[src/rtl/lru_block_buffer_directory_core_defines.svh]
// Assertion macros shared by the buffer directory RTL.
// Included by modules that carry concurrent checks; depends on nothing.
`ifndef LRU_BLOCK_BUFFER_DIRECTORY_CORE_DEFINES_SVH
`define LRU_BLOCK_BUFFER_DIRECTORY_CORE_DEFINES_SVH
`ifndef SYNTHESIS
// Plain property, checked outside reset
`define LBBD_ASSERT(label, clk, rst_n, prop) \
    label: assert property (@(posedge clk) disable iff (!rst_n) (prop)) \
        else $error("buffer directory check failed");
// Same-cycle implication
`define LBBD_ASSERT_IMP(label, clk, rst_n, ante, cons) \
    label: assert property (@(posedge clk) disable iff (!rst_n) (ante) |-> (cons)) \
        else $error("buffer directory implication failed");
// Next-cycle implication
`define LBBD_ASSERT_NXT(label, clk, rst_n, ante, cons) \
    label: assert property (@(posedge clk) disable iff (!rst_n) (ante) |=> (cons)) \
        else $error("buffer directory next-cycle check failed");
`else
`define LBBD_ASSERT(label, clk, rst_n, prop)
`define LBBD_ASSERT_IMP(label, clk, rst_n, ante, cons)
`define LBBD_ASSERT_NXT(label, clk, rst_n, ante, cons)
`endif
`endif

[src/rtl/lbbd_pkg.sv]
// Shared constants and types of the LRU block buffer directory.
// No dependencies; used by lbbd_lookup and the top level.
`timescale 1ns / 1ps

package lbbd_pkg;

    // Fixed field widths
    localparam int HANDLE_W = 10;
    localparam int OFFSET_W = 32;
    localparam int SLOT_W   = 4;
    localparam int COUNT_W  = 5;

    // Item kinds
    localparam logic KIND_ACCESS = 1'b0;
    localparam logic KIND_CLOSE  = 1'b1;

    // Lookup status toward the update logic
    typedef struct packed {
        logic hit;
        logic free;
    } lbbd_status_t;

endpackage

[src/rtl/lbbd_lookup.sv]
// Tag match and slot selection of the buffer directory.
// Depends on lbbd_pkg for field widths and the status type.
`timescale 1ns / 1ps

module lbbd_lookup #(
    parameter int SLOTS  = 16,
    parameter int BLK_W  = 20,
    parameter int RANK_W = 4,
    parameter int IDX_W  = 4
) (
    input  logic [SLOTS-1:0]              valid_vec,
    input  logic [lbbd_pkg::HANDLE_W-1:0] handle_arr [SLOTS],
    input  logic [BLK_W-1:0]              block_arr  [SLOTS],
    input  logic [RANK_W-1:0]             rank_arr   [SLOTS],
    input  logic [lbbd_pkg::HANDLE_W-1:0] req_handle,
    input  logic [BLK_W-1:0]              req_block,
    output lbbd_pkg::lbbd_status_t        status,
    output logic [IDX_W-1:0]              hit_idx,
    output logic [RANK_W-1:0]             hit_rank,
    output logic [IDX_W-1:0]              free_idx,
    output logic [IDX_W-1:0]              lru_idx,
    output logic [lbbd_pkg::HANDLE_W-1:0] victim_handle,
    output logic [BLK_W-1:0]              victim_block,
    output logic [SLOTS-1:0]              gone_vec,
    output logic [lbbd_pkg::COUNT_W-1:0]  close_count
);

    localparam int CW = lbbd_pkg::COUNT_W;
    localparam logic [RANK_W-1:0] LRU_RANK = RANK_W'(SLOTS - 1);

    logic [SLOTS-1:0] hit_vec;
    logic [SLOTS-1:0] lru_vec;

    // Compare every slot tag against the request
    always_comb
    begin
        for (int j = 0; j < SLOTS; j++)
        begin
            gone_vec[j] = valid_vec[j] && (handle_arr[j] == req_handle);
            hit_vec[j]  = gone_vec[j] && (block_arr[j] == req_block);
            lru_vec[j]  = valid_vec[j] && (rank_arr[j] == LRU_RANK);
        end
    end

    // Pick the lowest matching, free and least recent slots
    always_comb
    begin
        hit_idx       = '0;
        hit_rank      = '0;
        free_idx      = '0;
        lru_idx       = '0;
        victim_handle = '0;
        victim_block  = '0;
        for (int j = SLOTS - 1; j >= 0; j--)
        begin
            if (hit_vec[j])
            begin
                hit_idx  = IDX_W'(j);
                hit_rank = rank_arr[j];
            end
            if (!valid_vec[j])
            begin
                free_idx = IDX_W'(j);
            end
            if (lru_vec[j])
            begin
                lru_idx       = IDX_W'(j);
                victim_handle = handle_arr[j];
                victim_block  = block_arr[j];
            end
        end
        status.hit  = |hit_vec;
        status.free = ~&valid_vec;
    end

    // Count slots that a close would free
    always_comb
    begin
        close_count = '0;
        for (int j = 0; j < SLOTS; j++)
        begin
            close_count = close_count + CW'(gone_vec[j]);
        end
    end

endmodule

[src/rtl/lru_block_buffer_directory_core.sv]
// Fully associative buffer directory with least-recently-used replacement.
// One item is accepted per clock cycle unless stalled, and each item passes through
// the input register and then the result register. The tag compare across all slots,
// the slot choice and the recency update are done in the cycle the item sits in the
// input register, and the result register captures them at the next edge. A result
// held by the receiver keeps the item in the input register and stalls the input.
// The rate is set by that compare and update over the slot tag array. An access hits
// and becomes most recent, or takes the lowest free slot, or evicts the least recent
// slot with write-back. A close frees every slot of its handle without write-back.
// There is no clearing pass: the slot valid bits reset at once.
`timescale 1ns / 1ps
`include "lru_block_buffer_directory_core_defines.svh"

module lru_block_buffer_directory_core #(
    parameter int SLOTS       = 16,
    parameter int BLOCK_BYTES = 4096
) (
    input  logic                          clk,
    input  logic                          rst_n,
    input  logic                          in_valid,
    output logic                          in_ready,
    input  logic                          kind,
    input  logic [lbbd_pkg::HANDLE_W-1:0] file_handle,
    input  logic [lbbd_pkg::OFFSET_W-1:0] byte_offset,
    output logic                          out_valid,
    input  logic                          out_ready,
    output logic                          hit,
    output logic [lbbd_pkg::SLOT_W-1:0]   slot,
    output logic                          fetch,
    output logic [lbbd_pkg::OFFSET_W-1:0] block_base,
    output logic                          write_back,
    output logic [lbbd_pkg::HANDLE_W-1:0] victim_handle,
    output logic [lbbd_pkg::OFFSET_W-1:0] victim_base,
    output logic [lbbd_pkg::COUNT_W-1:0]  closed_count
);

    localparam int HW        = lbbd_pkg::HANDLE_W;
    localparam int OW        = lbbd_pkg::OFFSET_W;
    localparam int SW        = lbbd_pkg::SLOT_W;
    localparam int CW        = lbbd_pkg::COUNT_W;
    localparam int OFF_SHIFT = $clog2(BLOCK_BYTES);
    localparam int BLK_W     = OW - OFF_SHIFT;
    localparam int RANK_W    = $clog2(SLOTS);
    localparam int IDX_W     = $clog2(SLOTS);

    // Input register
    logic            in_valid_reg;
    logic            in_kind_reg;
    logic [HW-1:0]   in_handle_reg;
    logic [OW-1:0]   in_offset_reg;

    // Directory state
    logic [SLOTS-1:0]  valid_reg, valid_next;
    logic [HW-1:0]     handle_reg [SLOTS];
    logic [HW-1:0]     handle_next [SLOTS];
    logic [BLK_W-1:0]  block_reg [SLOTS];
    logic [BLK_W-1:0]  block_next [SLOTS];
    logic [RANK_W-1:0] rank_reg [SLOTS];
    logic [RANK_W-1:0] rank_next [SLOTS];

    // Result register
    logic            out_valid_reg;
    logic            hit_reg, hit_next;
    logic [SW-1:0]   slot_reg, slot_next;
    logic            fetch_reg, fetch_next;
    logic [OW-1:0]   base_reg, base_next;
    logic            wb_reg, wb_next;
    logic [HW-1:0]   vh_reg, vh_next;
    logic [OW-1:0]   vb_reg, vb_next;
    logic [CW-1:0]   count_reg, count_next;

    // Lookup results
    lbbd_pkg::lbbd_status_t status;
    logic [IDX_W-1:0]  hit_idx;
    logic [RANK_W-1:0] hit_rank;
    logic [IDX_W-1:0]  free_idx;
    logic [IDX_W-1:0]  lru_idx;
    logic [HW-1:0]     lu_victim_handle;
    logic [BLK_W-1:0]  lu_victim_block;
    logic [SLOTS-1:0]  gone_vec;
    logic [CW-1:0]     close_count;

    logic              fire;
    logic              is_close;
    logic              evict;
    logic [BLK_W-1:0]  req_block;
    logic [IDX_W-1:0]  sel_idx;
    logic [IDX_W+SW-1:0] sel_wide;
    logic [RANK_W-1:0] below_cnt [SLOTS];

    // Handshake: process when the result register is free or draining
    assign fire     = in_valid_reg && (!out_valid_reg || out_ready);
    assign in_ready = !in_valid_reg || fire;
    assign is_close = (in_kind_reg == lbbd_pkg::KIND_CLOSE);
    assign req_block = in_offset_reg[OW-1:OFF_SHIFT];

    // Hold the accepted item
    always_ff @(posedge clk or negedge rst_n)
    begin
        if (!rst_n)
        begin
            in_valid_reg <= 1'b0;
        end
        else if (in_ready)
        begin
            in_valid_reg <= in_valid;
        end
    end

    always_ff @(posedge clk)
    begin
        if (in_valid && in_ready)
        begin
            in_kind_reg   <= kind;
            in_handle_reg <= file_handle;
            in_offset_reg <= byte_offset;
        end
    end

    lbbd_lookup #(
        .SLOTS  (SLOTS),
        .BLK_W  (BLK_W),
        .RANK_W (RANK_W),
        .IDX_W  (IDX_W)
    ) u_lookup (
        .valid_vec     (valid_reg),
        .handle_arr    (handle_reg),
        .block_arr     (block_reg),
        .rank_arr      (rank_reg),
        .req_handle    (in_handle_reg),
        .req_block     (req_block),
        .status        (status),
        .hit_idx       (hit_idx),
        .hit_rank      (hit_rank),
        .free_idx      (free_idx),
        .lru_idx       (lru_idx),
        .victim_handle (lu_victim_handle),
        .victim_block  (lu_victim_block),
        .gone_vec      (gone_vec),
        .close_count   (close_count)
    );

    // Choose the slot that receives the access
    assign evict    = !status.hit && !status.free;
    assign sel_idx  = status.hit ? hit_idx : (status.free ? free_idx : lru_idx);
    assign sel_wide = {{SW{1'b0}}, sel_idx};

    // Count freed slots more recent than each survivor of a close
    always_comb
    begin
        for (int j = 0; j < SLOTS; j++)
        begin
            below_cnt[j] = '0;
            for (int k = 0; k < SLOTS; k++)
            begin
                if (gone_vec[k] && (rank_reg[k] < rank_reg[j]))
                begin
                    below_cnt[j] = below_cnt[j] + RANK_W'(1);
                end
            end
        end
    end

    // Update tags, valid bits and recency ranks
    always_comb
    begin
        valid_next  = valid_reg;
        handle_next = handle_reg;
        block_next  = block_reg;
        rank_next   = rank_reg;
        if (fire)
        begin
            if (is_close)
            begin
                for (int j = 0; j < SLOTS; j++)
                begin
                    if (valid_reg[j] && !gone_vec[j])
                    begin
                        rank_next[j] = rank_reg[j] - below_cnt[j];
                    end
                end
                valid_next = valid_reg & ~gone_vec;
            end
            else
            begin
                for (int j = 0; j < SLOTS; j++)
                begin
                    if (IDX_W'(j) == sel_idx)
                    begin
                        valid_next[j] = 1'b1;
                        rank_next[j]  = '0;
                        if (!status.hit)
                        begin
                            handle_next[j] = in_handle_reg;
                            block_next[j]  = req_block;
                        end
                    end
                    else if (valid_reg[j] && (!status.hit || (rank_reg[j] < hit_rank)))
                    begin
                        // age the slots that were more recent than the chosen one
                        rank_next[j] = rank_reg[j] + RANK_W'(1);
                    end
                end
            end
        end
    end

    always_ff @(posedge clk or negedge rst_n)
    begin
        if (!rst_n)
        begin
            valid_reg <= '0;
        end
        else
        begin
            valid_reg <= valid_next;
        end
    end

    always_ff @(posedge clk)
    begin
        handle_reg <= handle_next;
        block_reg  <= block_next;
        rank_reg   <= rank_next;
    end

    // Form the result item
    always_comb
    begin
        hit_next   = 1'b0;
        slot_next  = '0;
        fetch_next = 1'b0;
        base_next  = '0;
        wb_next    = 1'b0;
        vh_next    = '0;
        vb_next    = '0;
        count_next = '0;
        if (is_close)
        begin
            count_next = close_count;
        end
        else
        begin
            hit_next   = status.hit;
            slot_next  = sel_wide[SW-1:0];
            fetch_next = !status.hit;
            base_next  = {req_block, {OFF_SHIFT{1'b0}}};
            wb_next    = evict;
            if (evict)
            begin
                vh_next = lu_victim_handle;
                vb_next = {lu_victim_block, {OFF_SHIFT{1'b0}}};
            end
        end
    end

    always_ff @(posedge clk or negedge rst_n)
    begin
        if (!rst_n)
        begin
            out_valid_reg <= 1'b0;
        end
        else if (fire)
        begin
            out_valid_reg <= 1'b1;
        end
        else if (out_ready)
        begin
            out_valid_reg <= 1'b0;
        end
    end

    always_ff @(posedge clk)
    begin
        if (fire)
        begin
            hit_reg   <= hit_next;
            slot_reg  <= slot_next;
            fetch_reg <= fetch_next;
            base_reg  <= base_next;
            wb_reg    <= wb_next;
            vh_reg    <= vh_next;
            vb_reg    <= vb_next;
            count_reg <= count_next;
        end
    end

    assign out_valid     = out_valid_reg;
    assign hit           = hit_reg;
    assign slot          = slot_reg;
    assign fetch         = fetch_reg;
    assign block_base    = base_reg;
    assign write_back    = wb_reg;
    assign victim_handle = vh_reg;
    assign victim_base   = vb_reg;
    assign closed_count  = count_reg;

    // A full directory miss must report a write-back
    `LBBD_ASSERT_NXT(a_evict_reports_wb, clk, rst_n, fire && !is_close && evict, out_valid && write_back)
    // An access never frees a slot
    `LBBD_ASSERT_NXT(a_access_keeps_valid, clk, rst_n, fire && !is_close, (valid_reg & $past(valid_reg)) == $past(valid_reg))
    // A close frees every slot of its handle
    `LBBD_ASSERT_NXT(a_close_frees, clk, rst_n, fire && is_close, (valid_reg & $past(gone_vec)) == '0)
    // A hit neither fetches nor writes back
    `LBBD_ASSERT_IMP(a_hit_no_fetch, clk, rst_n, out_valid_reg && hit_reg, !fetch_reg && !wb_reg)

endmodule
[config.mk]
export PLATFORM = sky130hd
export DESIGN_NAME = lru_block_buffer_directory_core
export DESIGN_NICKNAME = d
export VERILOG_FILES = /design/src/rtl/lbbd_pkg.sv /design/src/rtl/lbbd_lookup.sv /design/src/rtl/lru_block_buffer_directory_core.sv
export VERILOG_INCLUDE_DIRS = /design/src /design/src/rtl
export SDC_FILE = /design/constraint.sdc
export NUM_CORES = 2
export LEC_CHECK = 0
export ABC_CLOCK_PERIOD_IN_PS = 11300
export BUFFER_PORTS_ARGS = -buffer_cell sky130_fd_sc_hd__buf_2
export CAP_MARGIN = 20
export CORE_ASPECT_RATIO = 2
export CORE_MARGIN = 5
export CORE_UTILIZATION = 30
export CTS_CLUSTER_SIZE = 20
export DETAILED_ROUTE_END_ITERATION = 16
export PLACE_DENSITY_LB_ADDON = 0.05
export REMOVE_ABC_BUFFERS = 1
export SYNTH_ARGS = -nofsm -noshare
export SYNTH_HDL_FRONTEND = slang
export SYNTH_SLANG_ARGS = --single-unit
[constraint.sdc]
create_clock -name clk -period 11.3 [get_ports clk]
set_input_delay 0 -clock clk [delete_from_list [all_inputs] [get_ports clk]]
set_output_delay 0 -clock clk [all_outputs]
set_load 0.03 [all_outputs]
==> flow_metrics.env <==
export IMPL_status="completed"
export IMPL_path_class="register to register"
export IMPL_num_vias=71390
export IMPL_grt_pass1_wl_mm=563.1
export IMPL_port_buffers=98
export IMPL_antenna_found_initial=20
export IMPL_rr_endpoint="rank_reg[3]"
export IMPL_clockRootBuffer="clkbuf_16"
export IMPL_fin_util_pct=38.05
export IMPL_start_util_pct=30.12
export IMPL_first_iter_violations=4653
export IMPL_gp_congestion=0.9868
export IMPL_setup_slack_ns=0.06796
export IMPL_worst_pin_slew_ns=1.227
export IMPL_dp_hpwl_mm=340.8
export IMPL_cp_end_kind="register"
export IMPL_seqCellArea_um2=19580
export IMPL_synth_area_leaders="edfxtp_1 26%, ha_1 14%, xnor2_1 10%"
export IMPL_r2r_cells=59
export IMPL_area_growth_pct=26.32
export IMPL_r2r_setup_slack_ns=0.07
export IMPL_finalMaxSlewViolations=0
export IMPL_syn_area_um2=74390
export IMPL_hold_viol_final=0
export IMPL_hp_class="primary input to register"
export IMPL_die_y_um=714.2
export IMPL_htree_levels=3
export IMPL_cap_violations=0
export IMPL_synth_area_per_cell_um2=9.028
export IMPL_pre_cts_ws_ns=-1.458
export IMPL_synth_top_area_share_pct=25.71
export IMPL_relSlewSlack_pct=17.70
export IMPL_required_ns=11.74
export IMPL_clk_pin_slew_ns=0.07
export IMPL_cts_buffers=66
export IMPL_largest_register_ffs=320
export IMPL_synth_top_cell_by_area="edfxtp_1"
export IMPL_reg2reg_from="rank_reg[52]"
export IMPL_grt_max_degree=63
export IMPL_grt_pass1_vias=72240
export IMPL_die_area_um2=258600
export IMPL_yosysUniqueCellTypes=133
export IMPL_routedWlPerCell_um=32.50
export IMPL_setup_viol=0
export IMPL_max_stage_delay_ns=0.46
export IMPL_nets=10410
export IMPL_core_region_area_um2=246900
export IMPL_avgViaCountPerCell=5.535
export IMPL_ys_flop_type="edfxtp_1"
export IMPL_grt_overflow_total=0
export IMPL_async_flop_share_pct=2.748
export IMPL_nFillCells=25160
export IMPL_rows=258
export IMPL_worstHoldPathCells=2
export IMPL_max_freq_mhz=89.03
export IMPL_cpMostUsedCell="xnor2_2"
export IMPL_io_pins=135
export IMPL_min_period_ns=11.23
export IMPL_ys_seq_area_share_pct=26.32
export IMPL_syn_inst=8240
export IMPL_yosys_register_bits=655
export IMPL_yosysWarnings=0
export IMPL_hold_end="in_offset_reg[12]"
export IMPL_die_x_um=362.1
export IMPL_multiInputGateArea_um2=54660
export IMPL_p_leak_uw=0.03733
export IMPL_grt_total_usage_pct=31.03
export IMPL_clk_latency_ns=0.72
export IMPL_powerDensity_nw_per_um2=111.2
export IMPL_synth_edf_count=637
export IMPL_drive_gt1_share_pct=23.84
export IMPL_crit_fanout=10
export IMPL_finalSetupTns_ns=0
export IMPL_hp_start="byte_offset[12]"
export IMPL_critPathArrivalTime_ns=11.67
export IMPL_worstSetupStartpointType="register"
export IMPL_rsz0062_at_grt="true"
export IMPL_cts_buffer_depth=3
export IMPL_cts_tree="done"
export IMPL_drc=0
export IMPL_finClkSkew_ns=0.05347
export IMPL_ant_nets=0
export IMPL_slowest_stage="edfxtp_1"
export IMPL_fin_crit_sh_pct=99.40
export IMPL_cts_sinks=655
export IMPL_wirelength_mm=419.2
export IMPL_ir_drop_uv=131.9
export IMPL_dr_pass1_iters=6
[how the worst max path moves through the flow]
stage | from | to | slack, ns | depth (start not counted)
2_1_floorplan | in_handle_reg[8] | rank_reg[11] | -0.41 | 53
3_3_place_gp | in_handle_reg[6] | rank_reg[59] | -1.51 | 62
3_5_place_dp | in_handle_reg[4] | rank_reg[3] | -1.46 | 58
4_1_cts | in_handle_reg[8] | rank_reg[59] | -0.08 | 62
5_1_grt | in_handle_reg[5] | rank_reg[59] | -0.31 | 63
6_report | rank_reg[52] | rank_reg[3] | 0.07 | 59
[report_power, final]
group / total (µW) / internal, µW / switching [µW] / leakage [µW]
sequential: 2980 / 2860 / 123 / 0.00603
clock: 2370 / 1240 / 1140 / 0.00101
combinational: 5090 / 1620 / 3470 / 0.0303
total: 10400 / 5720 / 4730 / 0.0373
[synth_stat cells, types with 218 or more instances]
cell and number:
clkbuf_1 260, nor2_1 455, inv_1 354, nand2_1 689, xor2_1 475, nand4_1 218, nor3_1 309, nand3_1 257
xnor2_1 876, ha_1 838, o21ai_0 363, edfxtp_1 637, a21oi_1 368
[cell usage in the layout, fill, tap and decap left out, drive strengths merged, types with 25 or more instances in the layout]
cell	netlist	final
or2	38	38
xor2	490	490
a21o	56	56
mux2	34	34
and2	60	60
nand2	689	689
mux2i	72	72
buf	98	1483
edfxtp	637	637
a21oi	369	369
o22ai	100	100
nor4	131	131
and4	50	50
o211ai	84	84
nor2	464	464
a31oi	61	61
nor3	330	330
or3	78	78
nand2b	90	90
diode	0	97
inv	368	369
ha	838	838
o311ai	38	38
clkbuf	260	83
nand4	222	222
o31ai	43	43
xnor2	931	931
xnor3	42	42
fa	25	25
o21a	91	91
dlygate4sd3	0	42
nand3	259	259
nor3b	33	33
o21ai	402	402
nor2b	116	116
a211oi	161	161
a221oi	43	43
and3	76	76
[logic make-up (layout without fill, tap and decap cells)]
family | after synthesis | after routing | share of synthesized area (%)
multiplexers | 106 | 106 | 1.500
buffers and inverters | 728 | 2016 | 4.064
flip-flops | 655 | 655 | 26.32
XOR/XNOR | 1466 | 1466 | 19.23
AND/OR/NAND/NOR | 2703 | 2703 | 18.77
AO/OA/AOI/OAI | 1712 | 1712 | 15.26
other | 1 | 121 | 0.005041
adder cells (fa/ha/maj) | 869 | 869 | 14.85
[through the flow]
stage                     hold slack, ns  cells  cell area, µm²  power [µW]
after CTS                       0.001328  12710           91180       10360
after global placement            0.1293  12500           87320        7795
after floorplan                  -0.2956   7905           72850        5294
after global routing             0.01859  12890           93940       10810
final                            0.02163  12900           93970       10450
after detailed placement          0.1307  12510           87440        7874
[routing by layer]
layer,routed length [µm],global-route usage [%]
met5,72,0.2054
met3,14290,3.227
met2,221800,59.27
met4,54670,31.71
met1,128400,27.10
[worst max-delay path: cells and delay by family (launching register included)]
family	cells	cell delay (ns)
DFF	1	0.46
adders and majority gates	8	1.89
xor gates and xnor gates	14	2.53
AOI/OAI and AO/OA	16	2.94
muxes	2	0.48
and+or+nand+nor	5	0.61
buffers and inverters	14	2.03
[timing repair]
item / 4_1_cts / 5_1_grt
pin swaps: 101 / 378
buffers inserted: 47 / 87
hold endpoints to repair: 51 / 0
resized for setup: 179 / 390
setup endpoints to repair: 16 / 18
hold buffers: 42 / 0
[layout make-up]
class,instances,area share (%)
Sequential cell,655,20.83
Clock buffer,80,1.813
Multi-Input combinational cell,6880,58.17
Timing Repair Buffer,1528,12.60
Clock inverter,38,0.4820
Antenna cell,97,0.2583
Tap cell,3250,4.327
Inverter,370,1.510
No activity file was read; power rests on OpenSTA's default activity.
